$ cat config.mk
export PLATFORM = sky130hd
export DESIGN_NAME = pph_queue
export DESIGN_NICKNAME = d
export VERILOG_FILES = /design/src/rtl/pph_pkg.sv /design/src/rtl/pph_queue.sv
export SDC_FILE = /design/constraint.sdc
export NUM_CORES = 1
export LEC_CHECK = 0
export CAP_MARGIN = 20
export CORE_ASPECT_RATIO = 0.75
export CORE_MARGIN = 2
export CORE_UTILIZATION = 60
export DETAILED_ROUTE_END_ITERATION = 8
export DONT_BUFFER_PORTS = 1
export PLACE_DENSITY = 0.81
export SLEW_MARGIN = 30
export SYNTH_ARGS = -nofsm -noshare
export SYNTH_HDL_FRONTEND = slang
export SYNTH_SLANG_ARGS = --single-unit
$ cat constraint.sdc
create_clock -name clk -period 2.3 [get_ports clk]
set_input_delay 0.46 -clock clk [delete_from_list [all_inputs] [get_ports clk]]
set_output_delay 0.46 -clock clk [all_outputs]
set_load 0.05 [all_outputs]
$ cat src/rtl/pph_pkg.sv
// Shared types, codes and constants of the per-position quality histogram.
package pph_pkg;

  localparam int DEF_MAX_POSITIONS = 512;
  localparam int DEF_SCORE_BINS    = 64;
  localparam int DEF_COUNT_WIDTH   = 32;

  localparam int POS_W          = 9;
  localparam int QCH_W          = 8;
  localparam int BIN_W          = 7;   // holds a bin index for up to 128 bins
  localparam int OFFSET_W       = 7;
  localparam int RESULT_COUNT_W = 32;
  localparam int READ_TOTAL_W   = 40;
  localparam int LONGEST_W      = 10;
  localparam int QUEUE_DEPTH    = 4;

  localparam logic [OFFSET_W-1:0] OFFSET_RESET = 7'd33;

  localparam logic [1:0] ACT_BASE     = 2'd0;
  localparam logic [1:0] ACT_READ_END = 2'd1;
  localparam logic [1:0] ACT_QUERY    = 2'd2;

  typedef enum logic [1:0] {
    OP_COUNT,
    OP_READ_END,
    OP_QUERY
  } op_kind_t;

  typedef struct packed {
    logic [1:0]       action;
    logic             mate;
    logic [POS_W-1:0] position;
    logic [QCH_W-1:0] quality_char;
  } in_t;

  typedef struct packed {
    logic [RESULT_COUNT_W-1:0] bin_count;
    logic [READ_TOTAL_W-1:0]   read_total;
    logic [LONGEST_W-1:0]      longest_read;
    logic                      paired_seen;
  } out_t;

  // One classified item on its way from the front to the back.
  typedef struct packed {
    op_kind_t         kind;
    logic             mate;
    logic [POS_W-1:0] position;
    logic [BIN_W-1:0] bin;
    logic             hit;   // query falls inside the store
  } op_t;

endpackage

$ cat src/rtl/pph_queue.sv
// Short queue of classified items between the front and the back.
module pph_queue (
  input  logic         clk,
  input  logic         rst,
  input  logic         push,
  input  pph_pkg::op_t push_op,
  input  logic         pop,
  output pph_pkg::op_t head,
  output logic         empty,
  output logic         full
);
  import pph_pkg::*;

  localparam int PTR_W = $clog2(QUEUE_DEPTH);
  localparam int CNT_W = $clog2(QUEUE_DEPTH + 1);

  op_t              slots [QUEUE_DEPTH];
  logic [PTR_W-1:0] wr_ptr;
  logic [PTR_W-1:0] rd_ptr;
  logic [CNT_W-1:0] fill;

  always_ff @(posedge clk) begin
    if (push) begin
      slots[wr_ptr] <= push_op;
    end
  end

  always_ff @(posedge clk) begin
    if (rst) begin
      wr_ptr <= '0;
      rd_ptr <= '0;
      fill   <= '0;
    end else begin
      if (push) begin
        wr_ptr <= wr_ptr + 1'b1;
      end
      if (pop) begin
        rd_ptr <= rd_ptr + 1'b1;
      end
      if (push && !pop) begin
        fill <= fill + 1'b1;
      end else if (pop && !push) begin
        fill <= fill - 1'b1;
      end
    end
  end

  assign head  = slots[rd_ptr];
  assign empty = (fill == '0);
  assign full  = (fill == CNT_W'(QUEUE_DEPTH));

endmodule

# Yosys cells after proc, flatten, opt, wreduce, memory -nomap -nowiden
# Memory sizes are Yosys's and may differ from the RTL's. A register that Yosys moved wholly into a read port is not among the register bits.
# Cells that the tools add are included.
dict set report op_classes {
  bitwise_logic 0
  addsub 4
  n_shift 0
  n_eq_ne 1
  n_div 0
  mul 0
  magnitude_cmp 0
  n_reduce_logical 6
  mux 6
}
# operator count
set ops {}
lappend ops {{two-way mux 3 bit} 2}
lappend ops {{adder 2 x 1 -> 2 bit, second input constant} 2}
lappend ops {{two-way mux 2 bit} 2}
lappend ops {{adder 3 x 1 -> 3 bit, second input constant} 1}
lappend ops {{== test 3 bit, second input constant} 1}
lappend ops {{logical NOT 3 bit} 1}
lappend ops {{subtractor 3 x 1 -> 3 bit, second input constant} 1}
lappend ops {{logical AND 1 bit} 2}
lappend ops {{logical NOT 1 bit} 2}
lappend ops {{two-way mux 1 bit} 2}
lappend ops {{nonzero test 2 bit} 1}
dict set report word_totals {
  memories 1
  out_inout_bits 22
  in_bits 24
  register_bits 7
  latchBits 0
  mem_bits_rw 80
  rom_bits 0
}
# memory words width read_ports rd_ports_with_merged_regs write_ports line
set mem_list {}
lappend mem_list {slots 4 20 1 1 1 pph_queue.sv:17} ;# op_t slots [QUEUE_DEPTH];

# Longest topological paths before layout
# Gate-level depths: netlist of run 1.
dict set report depth {
  ltp_word 4
  depth_mapped 7
  ltp_nobuf 7
}

# Least setup slack after synthesis of run 1
# Ideal clock, no wire load.
dict set report synth_timing {
  path_type {register -> output}
  startpoint {reg fill[1]}
  endpoint {out full}
  slack_ns 0.338
  path_stages_with_launch 2
  arrival_time_ns 1.502
  required_ns 1.840
  cell_sequence {dfxtp_1 nor3b_1}
}
dict set report synth_between {
  elab_chain_len 1
}
# element line
set synth_lines {}
lappend synth_lines {{start: declaration} pph_queue.sv:20} ;# logic [CNT_W-1:0] fill;
lappend synth_lines {{start signal: assignment} pph_queue.sv:41} ;# fill <= fill + 1'b1;
lappend synth_lines {{start signal: assignment} pph_queue.sv:43} ;# fill <= fill - 1'b1;
lappend synth_lines {{== test 3 bit} pph_queue.sv:50} ;# assign full = (fill == CNT_W'(QUEUE_DEPTH));
lappend synth_lines {{end: declaration} pph_queue.sv:10} ;# output logic full
# No other way between the ends.

==> results.cfg, run 1 <==
[synthesis]
synth-seq-cells = 89
syn_avg_cell_area_sq_um = 22.39
synth_edf_count = 80
yosysSeqAreaShare_pct = 77.92
ys.flop_type = edfxtp_1
async_flop_share_pct = 0
syn-num-nets = 178
syn_area_sq_um = 3314
synth_cells = 148
ys_types = 20
yosys_warnings = 0

[cts]
post_cts_resized = 0
tritoncts = done
clock-sinks = 89
cts_buffers = 9
clk_pin_slew_ps = 80
clkLatencyLatePin_ps = 350
cts_setup_buffers = 0
cts_buffer_depth = 2
hold_buffers = 0
cts_root_buffer = clkbuf_8
cts.htree.levels = 3

[sta]
worst_pin_slew_ps = 523.8
slew_violations = 0
setup_viol = 0
finalHoldViolCount = 0
clock_skew_ps = 5.858
tns_ps = 0
max_freq_ghz = 0.4804
slew_headroom_pct = 65.08
rsz0062_at_grt = false
finalCritPeriodShare_pct = 90.51
period_needed_ps = 2082

[global_routing]
antenna_found_initial = 0
grtUsageTotal_pct = 17.80
grt_pass1_vias = 1507
grt_pass1_wl_um = 7603
grt_overflow = 0
grt_start_max_net_pins = 21

[hold_path]
hp-class = in -> reg

[power_and_ir_drop]
pwr-share-seq_pct = 55.1
p_clk_share_pct = 30.6
vdd_ir_drop_max_mv = 0.6056
leakage_nw = 1.173
powerDensity_nw_per_um2 = 939.6
p_comb_share_pct = 14.3
intPower_mw = 2.507
p_sw_share_pct = 26.70
switching_power_uw = 913.3

[status]
run_status = finished, final reports clean

[die]
rows = 23
start_util_pct = 62.26
die_h_um = 68.37
die_area_sq_um = 6141
io_pins = 46
die_x_um = 89.82
core_area_sq_um = 5324

[finish]
layout_commonest_cell = edfxtp_1
nets = 190
drive_gt1_share_pct = 26.67
area_growth_syn_to_layout_pct = 9.815
diodes = 0
layout_common_cells = edfxtp_1 (80), mux4_2 (20), dfxtp_1 (9), clkbuf_8 (9), nor2_1 (7)
final_area_sq_um = 3640

[routing]
drcViolationCount = 0
num_vias = 1362
drtIter0Drc = 66
ant_nets = 0
vias_per_cell = 5.675
drt_pass1_iterations = 4
drt_wl_total_um = 4853
drt-wirelength-per-cell_um = 20.22

[critical_path]
worstPathRequired_ps = 1840
reg2reg_depth = 3
arrival_ps = 1620
r2r-end = slots[3][3]
endpoint_kind = primary output
startpoint_type = register
crit_path_end = head[0]
timing.rr.start = wr_ptr[1]
reg2reg_setup_slack_ps = 700
crit_fanout = 20
crit_type = reg -> out

[place]
hpwl_um = 3247
portBuffers = 0
dpl-instance-area_sq_um = 3435
gp_congestion = 0.6350

[flow_run]
maxCapViolations = 0
## layout make-up
type / count / area (sq um)
Timing Repair Buffer: 6 / 57.56
Fill cell: 320 / 1684
Tap cell: 75 / 93.84
Clock inverter: 6 / 75.07
Inverter: 4 / 15.01
Sequential cell: 89 / 2582
Multi-Input combinational cell: 50 / 688.2
Clock buffer: 10 / 127.6
## cell usage after synthesis, types with 2 or more instances
master	number	area, sq um
dfxtp_1	9	180.2
nor2_1	7	26.28
mux2i_1	2	20.02
edfxtp_1	80	2402
buf_2	2	10.01
xnor2_1	2	17.52
inv_1	4	15.01
xor2_1	3	26.28
buf_6	2	22.52
ha_1	5	62.56
and2_1	4	25.02
mux4_2	20	450.4
## state kept, by name, summed over array words and instances (netlist names), named ones only
| signal | count |
|---|---|
| slots | 80 |
| fill | 3 |
| rd_ptr | 2 |
| wr_ptr | 2 |
## power groups by stage
stage / Combinational [mW] / Clock, mW / Sequential [mW]
4_1_cts: 0.494 / 1.07 / 1.89
3_3_place_gp: 0.482 / 0 / 1.91
3_5_place_dp: 0.493 / 0 / 1.92
6_report: 0.488 / 1.05 / 1.88
5_1_grt: 0.516 / 1.13 / 1.89
2_1_floorplan: 0.431 / 0 / 1.91
## routing by layer
layer | GRT usage (%) | vias to the layer above | wire, um
li1 | - | 614 | -
met1 | 18.78 | 700 | 1913
met2 | 32.20 | 41 | 2519
met3 | 8.590 | 7 | 361
met4 | 6.346 | 0 | 59
met5 | 0 | - | 0
## per-stage QoR
step,hold slack (ps),power [mW],std cells,setup slack [ps],util (%)
after CTS,158.2,3.452,240,195.2,68.32
after global routing,148.6,3.542,240,137.0,68.37
after detailed placement,532.0,2.417,224,421.6,64.51
final,171.0,3.420,240,218.4,68.37
after global placement,468.5,2.396,224,570.6,64.51
after floorplan,466.3,2.341,148,338.2,-
## worst max-delay path, stage by stage (launching register included)
cell and delay [ps]:
dfxtp_1 360, buf_12 210, mux4_2 700
## logic make-up after synthesis
group,share of synthesized area (%)
AND/OR/NAND/NOR,2.227
buffers and inverters,1.547
XOR/XNOR,1.321
adder cells (fa/ha/maj),2.492
multiplexers,14.19
AO/OA/AOI/OAI,0.3017
flip-flops,77.92
## worst min path at each step
stage / startpoint / end / slack (ps) / depth (start not counted)
2_1_floorplan: fill[2] / fill[2] / 470 / 2
3_3_place_gp: fill[2] / fill[2] / 470 / 2
3_5_place_dp: fill[2] / fill[2] / 530 / 2
4_1_cts: rst / fill[2] / 160 / 1
5_1_grt: rst / fill[1] / 150 / 1
6_report: rst / wr_ptr[1] / 170 / 1
Note: power is estimated with default switching activity, not from simulation.
==> inputs of run 2 (changes only) <==
==> constraint.sdc (replaced) <==
create_clock -name clk -period 2.3 [get_ports clk]
set_input_delay 0 -clock clk [delete_from_list [all_inputs] [get_ports clk]]
set_output_delay 0 -clock clk [all_outputs]
set_load 0.05 [all_outputs]
==> run 2 against run 1 <==
  * Final area is 6.0% higher
  * First-iteration DRC count increased by 33%
  * Via count rose by 9.0%
  * Sequential power barely moved
  * Combinational power is 8.6% higher
  * Maximum frequency rose by 19%
  * Non-clock buffer count up 23
  * Global-route usage rose by 0.78 points
  * Critical path type unchanged
  * Largest cell class unchanged
==> results.cfg, run 2 (synthesized netlist as in run 1, its figures left out) <==
[status]
run_status = finished, final reports clean

[finish]
regMostFlops = slots
final_area_sq_um = 3859
layout_common_cells = edfxtp_1 (80), dlygate4sd3_1 (24), mux4_2 (20), dfxtp_1 (9), clkbuf_8 (9)
largestRegisters = slots (80), fill (3)
drive_gt1_share_pct = 22.87
diodes = 0
nets = 213
largest_register_ffs = 80
finalNonFillerCells = 263
layout_commonest_cell = edfxtp_1
fillers = 312
area_growth_syn_to_layout_pct = 16.42

[die]
die_x_um = 89.82
core_area_sq_um = 5324
io_pins = 46
die_area_sq_um = 6141
die_h_um = 68.37
rows = 23
start_util_pct = 62.26

[routing]
drt_pass1_iterations = 4
num_vias = 1485
ant_nets = 0
drtIter0Drc = 88
drcViolationCount = 0
drt_wl_total_um = 5163
drt-wirelength-per-cell_um = 19.63
vias_per_cell = 5.646

[cts]
cts_setup_buffers = 0
hold_buffers = 24
clk_pin_slew_ps = 80
cts.htree.levels = 3
cts_buffers = 9
clkLatencyLatePin_ps = 340
tritoncts = done
cts_root_buffer = clkbuf_8
cts_buffer_depth = 2
clock-sinks = 89
post_cts_resized = 0

[critical_path]
endpoint_kind = primary output
cpMaxStageDelayCell = mux4_2
cpPeakStageDelay_ps = 730
worstPathRequired_ps = 2300
startpoint_type = register
path_cells = buf_4 > mux4_2
crit_buf_inv = 1
crit_type = reg -> out
arrival_ps = 1760
reg2reg_setup_slack_ps = 700
cp_top_family = multiplexers
crit_fanout = 20

[place]
dpl-instance-area_sq_um = 3415
place_inst = 223
portBuffers = 0
gp_congestion = 0.6141
hpwl_um = 3152

[sta]
finalCritPeriodShare_pct = 76.31
max_freq_ghz = 0.5698
slew_violations = 0
clock_skew_ps = 7.912
tns_ps = 0
rsz0062_at_grt = false
finalHoldViolCount = 0
setup_viol = 0
worst_pin_slew_ps = 830.7
period_needed_ps = 1755
slew_headroom_pct = 44.38

[hold_path]
hp-class = in -> reg

[global_routing]
grtUsageTotal_pct = 18.58
grt_overflow = 0
grt_start_max_net_pins = 21
grt_pass1_wl_um = 8017
antenna_found_initial = 0
grt_pass1_vias = 1539

[power_and_ir_drop]
vdd_ir_drop_max_mv = 0.4984
powerDensity_nw_per_um2 = 896.7
leakage_nw = 1.268
fin_total_pwr_mw = 3.460

[flow_run]
maxCapViolations = 0
-- run 2: cell count changes in the layout (fill, tap and decap cells not counted), sizes merged --
cell,delta
clkinvlp,-1
buf,-1
inv,+1
dlygate4sd3,+24
-- run 2: worst paths after layout --
check,from,to,cells past startpoint
setup / recovery,register,head[15],2
hold / removal,push,fill[0],3
setup reg to reg,wr_ptr[0],slots[3][1],3
hold reg to reg,fill[2],fill[2],2
-- run 2: layout make-up --
class	count	area, sq um	share of cell area, %
Inverter	4	15.01	0.3891
Sequential cell	89	2582	66.93
Timing Repair Buffer	29	277.8	7.198
Multi-Input combinational cell	50	688.2	17.83
Clock inverter	6	73.82	1.913
Clock buffer	10	127.6	3.307
Tap cell	75	93.84	2.432
-- run 2: stage by stage --
stage | setup WS, ps | hold slack (ps) | util [%]
after floorplan | 798.2 | 98.87 | -
after global placement | 622.1 | 71.06 | 64.14
after detailed placement | 508.2 | 77.44 | 64.14
after CTS | 483.2 | 35.31 | 72.43
after global routing | 428.5 | 47.14 | 72.48
final | 545.0 | 45.59 | 72.48
-- run 2: per-layer routing --
layer	track usage [%]	part of all wire, %
met1	19.89	39
met2	33.71	54
met3	8.590	6.1
met4	6.346	1.2
met5	0	0
-- run 2: power by group --
part           total [mW]  switching [mW]  internal (mW)
combinational       0.530           0.370          0.160
sequential           1.88          0.0340           1.85
clock                1.05           0.529          0.517
-- run 2: worst reg2reg max path, delay by kind of cell (launching register included) --
kind                       cells  cell delay (ps)
adders and majority gates      1              160
buffers and inverters          1              320
DFF                            1              400
and+or+nand+nor                1              400
