## src/rtl/pph_pkg.sv

```systemverilog
// Shared types, codes and constants of the per-position quality histogram.
package pph_pkg;

  localparam int DEF_MAX_POSITIONS = 512;
  localparam int DEF_SCORE_BINS    = 64;
  localparam int DEF_COUNT_WIDTH   = 32;

  localparam int POS_W          = 9;
  localparam int QCH_W          = 8;
  localparam int BIN_W          = 7;   // holds a bin index for up to 128 bins
  localparam int OFFSET_W       = 7;
  localparam int RESULT_COUNT_W = 32;
  localparam int READ_TOTAL_W   = 40;
  localparam int LONGEST_W      = 10;
  localparam int QUEUE_DEPTH    = 4;

  localparam logic [OFFSET_W-1:0] OFFSET_RESET = 7'd33;

  localparam logic [1:0] ACT_BASE     = 2'd0;
  localparam logic [1:0] ACT_READ_END = 2'd1;
  localparam logic [1:0] ACT_QUERY    = 2'd2;

  typedef enum logic [1:0] {
    OP_COUNT,
    OP_READ_END,
    OP_QUERY
  } op_kind_t;

  typedef struct packed {
    logic [1:0]       action;
    logic             mate;
    logic [POS_W-1:0] position;
    logic [QCH_W-1:0] quality_char;
  } in_t;

  typedef struct packed {
    logic [RESULT_COUNT_W-1:0] bin_count;
    logic [READ_TOTAL_W-1:0]   read_total;
    logic [LONGEST_W-1:0]      longest_read;
    logic                      paired_seen;
  } out_t;

  // One classified item on its way from the front to the back.
  typedef struct packed {
    op_kind_t         kind;
    logic             mate;
    logic [POS_W-1:0] position;
    logic [BIN_W-1:0] bin;
    logic             hit;   // query falls inside the store
  } op_t;

endpackage

```

## src/rtl/pph_front.sv

```systemverilog
// Front end: takes input beats, holds the offset register and classifies items.
module pph_front #(
  parameter int MAX_POSITIONS = pph_pkg::DEF_MAX_POSITIONS,
  parameter int SCORE_BINS    = pph_pkg::DEF_SCORE_BINS
) (
  input  logic                           clk,
  input  logic                           rst,
  input  logic                           in_valid,
  output logic                           in_stall,
  input  pph_pkg::in_t                   in_data,
  input  logic                           cfg_write,
  input  logic [pph_pkg::OFFSET_W-1:0]   cfg_data,
  input  logic                           clearing,
  input  logic                           queue_full,
  output logic                           push,
  output pph_pkg::op_t                   push_op
);
  import pph_pkg::*;

  logic [OFFSET_W-1:0] quality_offset;
  logic [QCH_W:0]      diff;
  logic [BIN_W-1:0]    base_bin;
  logic                pos_ok;
  logic                bin_ok;
  logic                keep;

  always_ff @(posedge clk) begin
    if (rst) begin
      quality_offset <= OFFSET_RESET;
    end else if (cfg_write) begin
      quality_offset <= cfg_data;
    end
  end

  always_comb begin
    diff   = {1'b0, in_data.quality_char} - (QCH_W + 1)'(quality_offset);
    pos_ok = 32'(in_data.position) < MAX_POSITIONS;
    bin_ok = 32'(in_data.quality_char) < SCORE_BINS;

    // Scores below zero land in bin zero, scores past the top bin in the top bin.
    if (diff[QCH_W]) begin
      base_bin = '0;
    end else if (diff[QCH_W-1:0] > QCH_W'(SCORE_BINS - 1)) begin
      base_bin = BIN_W'(SCORE_BINS - 1);
    end else begin
      base_bin = diff[BIN_W-1:0];
    end

    push_op.mate     = in_data.mate;
    push_op.position = in_data.position;
    push_op.bin      = base_bin;
    push_op.hit      = 1'b0;
    push_op.kind     = OP_COUNT;
    keep             = 1'b0;
    unique case (in_data.action)
      ACT_BASE: begin
        keep = pos_ok;
      end
      ACT_READ_END: begin
        push_op.kind = OP_READ_END;
        keep         = 1'b1;
      end
      ACT_QUERY: begin
        push_op.kind = OP_QUERY;
        push_op.bin  = in_data.quality_char[BIN_W-1:0];
        push_op.hit  = pos_ok && bin_ok;
        keep         = 1'b1;
      end
      default: begin
        keep = 1'b0;
      end
    endcase

    in_stall = clearing | queue_full;
    push     = in_valid & ~in_stall & keep;
  end

endmodule

```

## config.mk

```make
export PLATFORM = sky130hd
export DESIGN_NAME = pph_front
export DESIGN_NICKNAME = d
export VERILOG_FILES = /design/src/rtl/pph_pkg.sv /design/src/rtl/pph_front.sv
export SDC_FILE = /design/constraint.sdc
export NUM_CORES = 1
export LEC_CHECK = 0
export CAP_MARGIN = 20
export CORE_ASPECT_RATIO = 1.2
export CORE_UTILIZATION = 31
export CTS_BUF_LIST = sky130_fd_sc_hd__clkbuf_4
export CTS_CLUSTER_DIAMETER = 200
export DETAILED_ROUTE_END_ITERATION = 8
export DONT_BUFFER_PORTS = 1
export PLACE_DENSITY = 0.45
export SLEW_MARGIN = 20
export SYNTH_ARGS = -nofsm -noshare
export SYNTH_HDL_FRONTEND = slang
export SYNTH_SLANG_ARGS = --single-unit
```

## constraint.sdc

```tcl
create_clock -name clk -period 2 [get_ports clk]
set_clock_uncertainty 0.1 [all_clocks]
set_input_delay 0.2 -clock clk [delete_from_list [all_inputs] [get_ports clk]]
set_output_delay 0.2 -clock clk [all_outputs]
set_load 0.02 [all_outputs]
```

# After elaboration in Yosys (flattened, before gate mapping)
# Cells that the tools add are included.
[classes] n_reduce_logical=2 order_cmp=2 mux=5 n_eq_ne=2 add_sub_neg=1 bitwise_logic=4
[ops] op="$mux W7" n=2
[ops] op="$sub A8 B7 Y9" n=1
[ops] op="$gt A8 B6 Y1 const B" n=1
[ops] op="$lt A8 B7 Y1 const B" n=1
[ops] op="$mux W8" n=1
[ops] op="$pmux W2 S2" n=1
[ops] op="$reduce_or A3 Y1" n=1
[ops] op="$and A1 B1 Y1" n=2
[ops] op="$eq A2 B1 Y1 const B" n=1
[ops] op="$eq A2 B2 Y1 const B" n=1
[ops] op="$logic_not A2 Y1" n=1
[ops] op="$mux W1" n=1
[ops] op="$not A1 Y1" n=1
[ops] op="$or A1 B1 Y1" n=1
[totals] register_bits=7 output_inout_bits=22 elab_cells=17 inputBits=33

# Depth between registers and ports, before layout
# Gate-level depths: netlist (run 1).
[depth] depth_word=5 mapped_depth=8 mapped_depth_nobuf=8

# Worst setup path before layout (run 1)
# OpenSTA, ideal clock, no wires.
[synth_path] path_type="flip-flop to output port" startpoint="register quality_offset[0]" endpoint="output push_op[3] (netlist name)" required_time_ns=1.700 arrival_ns=2.131 path_buffers=0 setup_slack_ns=-0.431 path_stages_with_launch=8 cell_sequence="dfxtp_1 ha_1 fa_1 nor2b_4 o2111a_1 o21a_1 o21ai_0 o21ai_0"
[synth_lines] item="from (decl)" line_no="pph_front.sv:20" rtl="logic [OFFSET_W-1:0] quality_offset;"
[synth_lines] item="from (signal assigned)" line_no="pph_front.sv:31" rtl="quality_offset <= cfg_data;"
[synth_lines] item="to (decl)" line_no="pph_front.sv:16" rtl="output pph_pkg::op_t push_op"

==> metrics.md, run 1 <==
| Metric | Value |
|---|---|
| Status | finished, violations left |
| Failing checks | setup timing |
| Highest Clock Rate | 390 MHz |
| Mux contribution to synthesized area | 7.21% |
| Slew @ Worst Pin | 0.493 ns |
| Synth warn | 0 |
| WP data required | 1.70 ns |
| Num rows | 20 |
| HPWL after detailed placement | 1.94 mm |
| CP endpoint kind | output pin |
| Largest Register | quality_offset |
| Crit path largest cell delay | 0.40 ns |
| Design Area, Final | 1350 um^2 |
| Antenna violations before repair | 0 |
| Total leakage power | 0.567 nW |
| Worst hold path class | primary input to flop |
| CTS Buffer Depth | 2 |
| Vias in the first global route | 896 |
| Area after DPL | 1170 um^2 |
| Synth unique cells | 31 |
| Yosys reg bits | 7 |
| Syn_nets | 149 |
| Layout fillers | 264 |
| Non-filler instance count after layout | 170 |
| Pwr Total | 0.000698 W |
| Gpl congestion | 0.772 |
| Main combinational cell family by area after synthesis | compound AO/OA/AOI/OAI gates |
| Nets | 179 |
| Primary FF master, synth | dfxtp_1 |
| Ys async rst share | 0% |
| Worst Path Max Fanout | 4 |
| First-pass GRT wire length | 3.97 mm |
| Final WS setup | -0.563 ns |
| Starting density of the core | 32.6% |
| Die X | 49.3 um |
| Final Setup Violations | 6 |
| Total die area | 2900 um^2 |
| Post-Syn Area per Cell | 7.72 um^2 |
| Power Dens Cells | 518 nW/um^2 |
| Via count | 843 |
| Clock buffer count from CTS | 3 |
| Area Growth Syn to Fin | 61.6% |
| ANT nets after route | 0 |
| Clock H-tree levels | 1 |
| Seq. cell area | 144 um^2 |
| Xor and xnor fraction of the mapped netlist area | 1.05% |
| Grt total ovfl | 0 |
| Post-Synth Simple-Gate Area | 17.6% |
| ANT cells | 0 |
| Dominant cell type by area after synthesis | dfxtp_1 |
| DR iter-0 viols | 4 |
| Post-Synth Adder-Cell Area | 12.9% |
| GRT Total Usage | 18.1% |
| Arr. time, crit path | 2.26 ns |
| CTS tree | done |
| Startpoint Class | flop |
| Crit path max-delay cell type | or3_4 |
| Max-cap viol count | 0 |
| Fin. Hold Viols | 0 |
| Clock transition at path regs | 0.05 ns |
| Synth Area in Compound Gates | 28.7% |
| EDFF count, synth | 0 |
| Clk_lat worst skew | 0.25 ns |
| Layout cell share with drive strength beyond 1 | 45.3% |
| Routed wire length | 2.34 mm |
| Sequential fraction of the synthesis area | 16.8% |
| Slew headroom | 67.0% |
| Clock sinks | 7 |
| Largest net degree at the start of global routing | 9 |
| IO Pins | 55 |
| Cells after synthesis | 108 |
| Worst path cell trace | ha_4 -> fa_2 -> nor2b_4 -> o2111a_2 -> or3_4 -> a211oi_4 -> o211ai_1 -> buf_4 |
| Core area | 2550 um^2 |
| Final Max Slew Viols | 0 |
| Number of remaining DRC errors | 0 |
| Multi-input combinational cell area | 763 um^2 |
| Port Buf Inserts | 0 |
| CTS Root Cell | clkbuf_4 |
| Drt pass-1 iters | 3 |
| Tcrit/Tclk final | 128% |
| Number of flip-flops under the largest register name | 7 |
| Biggest regs | quality_offset (7) |
| Place WS | -0.327 ns |
| Cell area after technology mapping | 833 um^2 |
| Via/cell ratio | 4.96 |
| Area contributors post-synth | dfxtp_1, ha_1, buf_4, mux2i_1, inv_1 |
| Placed Cells | 156 |
| RSZ-0062 raised after global routing | yes |
| Worst Setup Path Type | flop to output pin |
| Die height | 58.8 um |
| Area share of the largest cell type after synthesis | 16.8% |
| Worst VDD drop | 0.000362 V |
| Wire length per cell | 13.7 um |
| Minimum clock period | 2.56 ns |
==> what timing repair did <==
item,CTS,global route
pin swaps,5,7
buffers inserted,1,3
hold buffers,7,0
endpoints found under the setup margin,6,6
gates resized for setup,7,4
endpoints found under the hold margin,7,0
==> worst max-delay path, delay by kind of cell, from the launching register on <==
family | cells | cell delay (ns)
buffers and inverters | 1 | 0.17
adders and majority gates | 2 | 0.35
AOI/OAI and AO/OA | 3 | 0.70
DFF | 1 | 0.34
and+or+nand+nor | 2 | 0.45
==> cells in the final DEF (no fill, tap or decap), types with 3 or more instances in the layout <==
cell type / Yosys / final
nand2_1: 8 / 8
o2111ai_1: 3 / 3
dfxtp_1: 7 / 4
or3_1: 3 / 3
dlygate4sd3_1: 0 / 7
a2111oi_4: 0 / 3
ha_4: 0 / 4
clkbuf_4: 0 / 4
buf_6: 0 / 3
a21o_1: 3 / 3
dfxtp_2: 0 / 3
mux2i_1: 6 / 6
nor2_1: 8 / 8
o21ai_0: 8 / 4
o211ai_1: 5 / 5
inv_1: 13 / 12
buf_4: 10 / 26
o21ai_4: 0 / 4
ha_1: 7 / 3
==> synth_stat cells, types with 2 or more instances <==
| master | number |
|---|---|
| o211ai_1 | 5 |
| o21a_1 | 2 |
| dfxtp_1 | 7 |
| ha_1 | 7 |
| o2111a_1 | 2 |
| a2111oi_0 | 3 |
| nor2_1 | 8 |
| inv_1 | 13 |
| nand2b_1 | 2 |
| or3_1 | 3 |
| o2111ai_1 | 3 |
| nand2_1 | 8 |
| o22ai_1 | 2 |
| o21ai_0 | 8 |
| clkbuf_1 | 2 |
| buf_4 | 10 |
| mux2i_1 | 6 |
| or2_2 | 2 |
| a21o_1 | 3 |
==> metal layers <==
| layer | wire [um] | global-route usage, % | vias to the layer above |
|---|---|---|---|
| li1 | - | - | 435 |
| met1 | 906 | 19.7 | 382 |
| met2 | 1330 | 34.1 | 20 |
| met3 | 64 | 1.81 | 6 |
| met4 | 31 | 10.1 | 0 |
| met5 | 0 | 0 | - |
==> logic make-up after synthesis <==
group / after synthesis
compound gates: 33
simple gates: 28
flops: 7
buf+inv: 25
fa+ha+maj: 8
mux: 6
xor+xnor: 1
==> path summary, 6_finish.rpt <==
| check | startpoint | end | slack [ns] | cells past startpoint |
|---|---|---|---|---|
| min reg2reg | quality_offset[4] | quality_offset[4] | 0.48 | 3 |
| max reg2reg | quality_offset[5] | quality_offset[5] | 0.62 | 4 |
| min | cfg_data[4] | quality_offset[4] | 0.01 | 2 |
| max | quality_offset[0] | push_op[4] | -0.56 | 8 |
==> per-stage QoR <==
stage	setup TNS (ns)	util [%]	hold WS [ns]
after floorplan	-1.05	-	0.165
final	-3.10	52.7	0.0106
after CTS	-3.24	51.7	0.00208
after detailed placement	-1.67	45.7	0.170
after global placement	-1.57	45.7	0.167
after global routing	-3.71	52.7	0.0131
==> power breakdown <==
part           total (W)  internal (W)  switching, W
Sequential      0.000154      0.000149    0.00000508
Combinational   0.000406      0.000201      0.000205
Clock           0.000138     0.0000894     0.0000481
==> layout make-up <==
cell class,instances,share of cell area (%)
Sequential cell,7,10.7
Clock buffer,4,2.23
Multi-Input combinational cell,76,56.7
Tap cell,33,3.07
Inverter,13,3.62
Timing Repair Buffer,37,23.7
Note: power is estimated with default switching activity, not from simulation.
==> inputs of run 2 (changes only) <==
--- a/config.mk
+++ b/config.mk
@@ -7,12 +7,12 @@
 export LEC_CHECK = 0
 export CAP_MARGIN = 20
 export CORE_ASPECT_RATIO = 1.2
-export CORE_UTILIZATION = 31
+export CORE_UTILIZATION = 50
 export CTS_BUF_LIST = sky130_fd_sc_hd__clkbuf_4
 export CTS_CLUSTER_DIAMETER = 200
 export DETAILED_ROUTE_END_ITERATION = 8
 export DONT_BUFFER_PORTS = 1
-export PLACE_DENSITY = 0.45
+export PLACE_DENSITY = 0.67
 export SLEW_MARGIN = 20
 export SYNTH_ARGS = -nofsm -noshare
 export SYNTH_HDL_FRONTEND = slang
==> run 2 against run 1 <==
  * The flow still finishes with violations (setup timing)
  * Highest routed layer unchanged
  * Sequential power hardly changed
  * Combinational power is 5% lower
  * Final cell count is 13% lower
  * Register-to-register slack better by 0.03 ns
  * Worst hold slack gained 0.0014 ns
  * Wire length down 3.3%
  * Clock power is essentially flat
  * Design area is 7.3% lower
  * Fmax rose by 1.3%
  * Setup slack improved by 0.033 ns
==> metrics.md, run 2 (synthesis gave the netlist of run 1 again) <==
| Metric | Value |
|---|---|
| Clk pwr share | 20.2% |
| Clock transition at path regs | 0.05 ns |
| Worst VDD drop | 0.000556 V |
| Worst Setup Path Type | flop to output pin |
| WP data required | 1.70 ns |
| Number of remaining DRC errors | 0 |
| Die height | 46.7 um |
| R2r setup slk | 0.65 ns |
| Net Sw Frac | 37.7% |
| Most common cell after layout, fill and taps aside | buf_4 |
| Layout cell share with drive strength beyond 1 | 42.7% |
| Via/cell ratio | 5.86 |
| Final Setup Violations | 6 |
| CP endpoint kind | output pin |
| Via count | 868 |
| Final Max Slew Viols | 0 |
| Grt total ovfl | 0 |
| Slew headroom | 68.2% |
| Biggest regs | quality_offset (7) |
| DR iter-0 viols | 16 |
| Wire length per cell | 15.3 um |
| Nets | 173 |
| Number of flip-flops under the largest register name | 7 |
| Arr. time, crit path | 2.23 ns |
| Gpl congestion | 0.876 |
| Fin. Hold Viols | 0 |
| Layout Utilization | 83.1% |
| Clock buffer count from CTS | 3 |
| Worst hold path class | primary input to flop |
| HPWL after detailed placement | 1.79 mm |
| Worst path cell trace | ha_4 -> fa_2 -> nor2b_4 -> o2111a_2 -> o21a_1 -> o21ai_4 -> o211ai_1 |
| Final WS setup | -0.530 ns |
| Min-Delay Endpoint | quality_offset[3] |
| Minimum clock period | 2.53 ns |
| CTS tree | done |
| Status | finished, violations left |
| Max-cap viol count | 0 |
| RSZ-0062 raised after global routing | yes |
| Antenna violations before repair | 0 |
| Startpoint Class | flop |
| Crit Reg-Reg Endpoint | quality_offset[5] |
| Worst Setup SP | quality_offset[0] |
| Total leakage power | 0.535 nW |
| Clk_lat worst skew | 0.24 ns |
| Tcrit/Tclk final | 126% |
| Worst Path Max Fanout | 4 |
| P_int | 0.000423 W |
| Total die area | 1830 um^2 |
| ANT cells | 0 |
| Design Area, Final | 1250 um^2 |
| Crit path largest cell delay | 0.45 ns |
| Flop pwr share | 22.8% |
| Sw Pwr | 0.000256 W |
| Failing checks | setup timing |
| Highest Clock Rate | 395 MHz |
| Port Buf Inserts | 0 |
| IO Pins | 55 |
| Place WS | -0.322 ns |
| Hold_sp | cfg_data[3] |
| Drt pass-1 iters | 4 |
| Slew @ Worst Pin | 0.475 ns |
| ANT nets after route | 0 |
| Worst r2r path cells | 4 |
| Largest Register | quality_offset |
| Core area | 1500 um^2 |
| Largest net degree at the start of global routing | 9 |
| Vias in the first global route | 802 |
| Worst Path Buf+Inv | 0 |
| Hold depth | 2 |
| Routed wire length | 2.26 mm |
| CTS Root Cell | clkbuf_4 |
| Clock sinks | 7 |
| Commonest non-fill, non-tap cells in the layout | buf_4, inv_1, nor2_1, nand2_1, mux2i_1 |
| R2r startpoint | quality_offset[5] |
| GRT Total Usage | 24.9% |
| Final Hold Slack | 0.0119 ns |
| First-pass GRT wire length | 3.18 mm |
| CTS Buffer Depth | 2 |
| Clock H-tree levels | 1 |
| Area Growth Syn to Fin | 49.7% |
| Starting density of the core | 55.5% |
| Crit path max-delay cell type | o211ai_1 |
| Family with the most delay on the worst path | compound AO/OA/AOI/OAI gates |
| Comb pwr share | 57.0% |
| Power Dens Cells | 544 nW/um^2 |
| Area after DPL | 1120 um^2 |
| Num rows | 15 |
| Die X | 39.3 um |
run 2: layer usage:
| metal | vias to the layer above | global-route usage [%] | wire length [um] |
|---|---|---|---|
| li1 | 432 | - | - |
| met1 | 395 | 25.2 | 871 |
| met2 | 35 | 51.3 | 1240 |
| met3 | 6 | 0.483 | 119 |
| met4 | 0 | 9.66 | 29 |
| met5 | - | 0 | 0 |
run 2: worst max path at each step:
stage | end | slack [ns] | depth (start not counted)
final | push_op[6] | -0.53 | 7
after global routing | push_op[6] | -0.57 | 7
after global placement | push_op[5] | -0.27 | 7
after detailed placement | push_op[6] | -0.32 | 7
after CTS | push_op[6] | -0.53 | 7
after floorplan | push_op[4] | -0.18 | 7
run 2: power by group through the flow:
stage	clock network (W)	registers (W)	logic, W
after global placement	0	0.000156	0.000340
final	0.000137	0.000154	0.000387
after detailed placement	0	0.000157	0.000349
after CTS	0.000139	0.000155	0.000377
after global routing	0.000147	0.000155	0.000412
after floorplan	0	0.000156	0.000285
run 2: layout make-up:
cell class / instances / area [um^2]
Clock buffer: 4 / 30.0
Fill cell: 92 / 254
Inverter: 13 / 48.8
Multi-Input combinational cell: 76 / 742
Sequential cell: 7 / 144
Tap cell: 17 / 21.3
Timing Repair Buffer: 31 / 262
run 2: timing repair:
| action | 4_1_cts | 5_1_grt |
|---|---|---|
| hold buffers | 5 | 0 |
| cloned | 0 | 0 |
| resized for setup | 3 | 3 |
| endpoints found under the setup margin | 6 | 6 |
| pin swaps | 6 | 8 |
| setup buffers | 2 | 0 |
| endpoints found under the hold margin | 7 | 0 |
run 2: stage by stage:
stage	TNS (ns)	instances	total power, W
2_1_floorplan	-1.05	108	0.000441
3_3_place_gp	-1.40	137	0.000497
4_1_cts	-3.07	148	0.000670
3_5_place_dp	-1.67	137	0.000506
5_1_grt	-3.35	148	0.000714
6_report	-3.05	148	0.000679
run 2: worst reg2reg max path, delay by kind of cell (launching register included):
family / cells / cell delay, ns
AOI/OAI and AO/OA: 1 / 0.14
buffers and inverters: 3 / 0.74
DFF: 1 / 0.31
==> inputs of run 3 (changes only) <==
--- a/config.mk
+++ b/config.mk
@@ -7,6 +7,7 @@
 export LEC_CHECK = 0
 export CAP_MARGIN = 20
 export CORE_ASPECT_RATIO = 1.2
+export CORE_MARGIN = 3
 export CORE_UTILIZATION = 50
 export CTS_BUF_LIST = sky130_fd_sc_hd__clkbuf_4
 export CTS_CLUSTER_DIAMETER = 200
==> run 3 against run 2 <==
  * The run still ends with setup timing left
  * Largest cell class unchanged
  * Worst hold slack improved by 0.011 ns
  * Via count rose by 2.1%
  * Combinational power rose by 1%
  * Register-to-register slack worse by 0.09 ns
==> metrics.md, run 3 (synthesis gave the netlist of run 1 again) <==
| Metric | Value |
|---|---|
| Flop pwr share | 22.5% |
| Die X | 43.3 um |
| Sw Pwr | 0.000264 W |
| CTS tree | done |
| Clk pwr share | 20.6% |
| Worst hold path class | primary input to flop |
| Layout Utilization | 85.6% |
| Total die area | 2190 um^2 |
| Wire length per cell | 16.8 um |
| Arr. time, crit path | 2.26 ns |
| Clock sinks | 7 |
| Power Dens Cells | 537 nW/um^2 |
| Clock H-tree levels | 1 |
| RSZ-0062 raised after global routing | yes |
| Area Growth Syn to Fin | 54.2% |
| Worst Path Max Fanout | 4 |
| Routed wire length | 2.52 mm |
| R2r setup slk | 0.56 ns |
| IO Pins | 55 |
| Core area | 1500 um^2 |
| Slew @ Worst Pin | 0.510 ns |
| Failing checks | setup timing |
| P_int | 0.000426 W |
| Startpoint Class | flop |
| Layout cell share with drive strength beyond 1 | 44.4% |
| Final Max Slew Viols | 0 |
| Starting density of the core | 55.5% |
| Die height | 50.7 um |
| Drt pass-1 iters | 4 |
| Layout fillers | 79 |
| Clk_lat worst skew | 0.26 ns |
| Final Setup Violations | 6 |
| CTS Root Cell | clkbuf_4 |
| Place WS | -0.332 ns |
| Via count | 886 |
| ANT cells | 0 |
| Worst VDD drop | 0.000445 V |
| Vias in the first global route | 927 |
| Fin. Hold Viols | 0 |
| Biggest regs | quality_offset (7) |
| ANT nets after route | 0 |
| R2r startpoint | quality_offset[0] |
| Number of remaining DRC errors | 0 |
| Most common cell after layout, fill and taps aside | buf_4 |
| Port Buf Inserts | 0 |
| Crit Reg-Reg Endpoint | quality_offset[0] |
| Total leakage power | 0.544 nW |
| Nets | 175 |
| Status | finished, violations left |
| Worst r2r path cells | 4 |
| Minimum clock period | 2.56 ns |
| DR iter-0 viols | 10 |
| CTS Buffer Depth | 2 |
| Final WS setup | -0.560 ns |
| Largest net degree at the start of global routing | 9 |
| Number of flip-flops under the largest register name | 7 |
| WP data required | 1.70 ns |
| Grt total ovfl | 0 |
| Antenna violations before repair | 0 |
| Highest Clock Rate | 391 MHz |
| Comb pwr share | 56.9% |
| Worst Setup Path Type | flop to output pin |
| Worst Setup SP | quality_offset[0] |
| Num rows | 15 |
| Setup_tns | -3.11 ns |
| Largest Register | quality_offset |
| Clock transition at path regs | 0.05 ns |
| Max-cap viol count | 0 |
| Final Hold Slack | 0.0225 ns |
| Tcrit/Tclk final | 128% |
| Via/cell ratio | 5.91 |
| CP endpoint kind | output pin |
| Gpl congestion | 0.952 |
| Slew headroom | 65.9% |
| HPWL after detailed placement | 1.83 mm |
| First-pass GRT wire length | 4.08 mm |
| CP Capture Point | push_op[4] |
| Clock buffer count from CTS | 3 |
| Commonest non-fill, non-tap cells in the layout | buf_4, inv_1, nor2_1, nand2_1, dlygate4sd3_1 |
| Pwr Total | 0.000690 W |
| Net Sw Frac | 38.2% |
| GRT Total Usage | 25.2% |
run 3: how the worst min path moves through the flow:
stage	startpoint	end	slack [ns]	cells after the start
3_5_place_dp	rst	quality_offset[4]	0.17	1
5_1_grt	cfg_data[6]	quality_offset[6]	0.04	2
4_1_cts	cfg_data[6]	quality_offset[6]	0.02	2
3_3_place_gp	rst	quality_offset[4]	0.17	1
6_report	cfg_data[6]	quality_offset[6]	0.02	2
2_1_floorplan	rst	quality_offset[4]	0.16	1
run 3: layer usage:
layer  GRT usage, %  vias to the layer above  share of wire, %
met5              0                        -                 0
met4           18.1                        0               5.5
met3           3.94                       21               5.0
met2           44.3                       43                52
met1           26.1                      397                37
li1               -                      425                 -
run 3: worst max-delay path: stages, from the launching register on:
cell      delay [ns]
dfxtp_2         0.34
ha_4            0.13
fa_2            0.22
nor2b_4         0.05
o2111a_2        0.28
or3_4           0.40
a211oi_4        0.30
o211ai_1        0.28
run 3: what timing repair did:
action,4_1_cts,5_1_grt
hold endpoints to repair,7,0
pin swaps,10,6
gates cloned,0,0
resized for setup,5,5
hold buffers,8,0
setup endpoints to repair,6,6
buffers inserted,1,1
run 3: final cells by class:
type                    instances  area (um^2)  area share, %
well taps                      17         21.3           1.66
clock buffers                   4         30.0           2.34
inverters                      13         48.8           3.80
flip-flops and latches          7          145           11.3
repair buffers                 33          284           22.1
multi-input cells              76          756           58.8
run 3: per-stage QoR:
stage | area, um^2 | instances
4_1_cts | 1260 | 149
2_1_floorplan | 992 | 108
3_5_place_dp | 1120 | 136
3_3_place_gp | 1120 | 136
5_1_grt | 1280 | 150
6_report | 1280 | 150
run 3: power by group through the flow:
stage	Combinational (W)	Clock, W	Sequential (W)
2_1_floorplan	0.000285	0	0.000156
3_3_place_gp	0.000338	0	0.000156
3_5_place_dp	0.000346	0	0.000157
4_1_cts	0.000382	0.000148	0.000154
5_1_grt	0.000423	0.000152	0.000156
6_report	0.000392	0.000142	0.000155
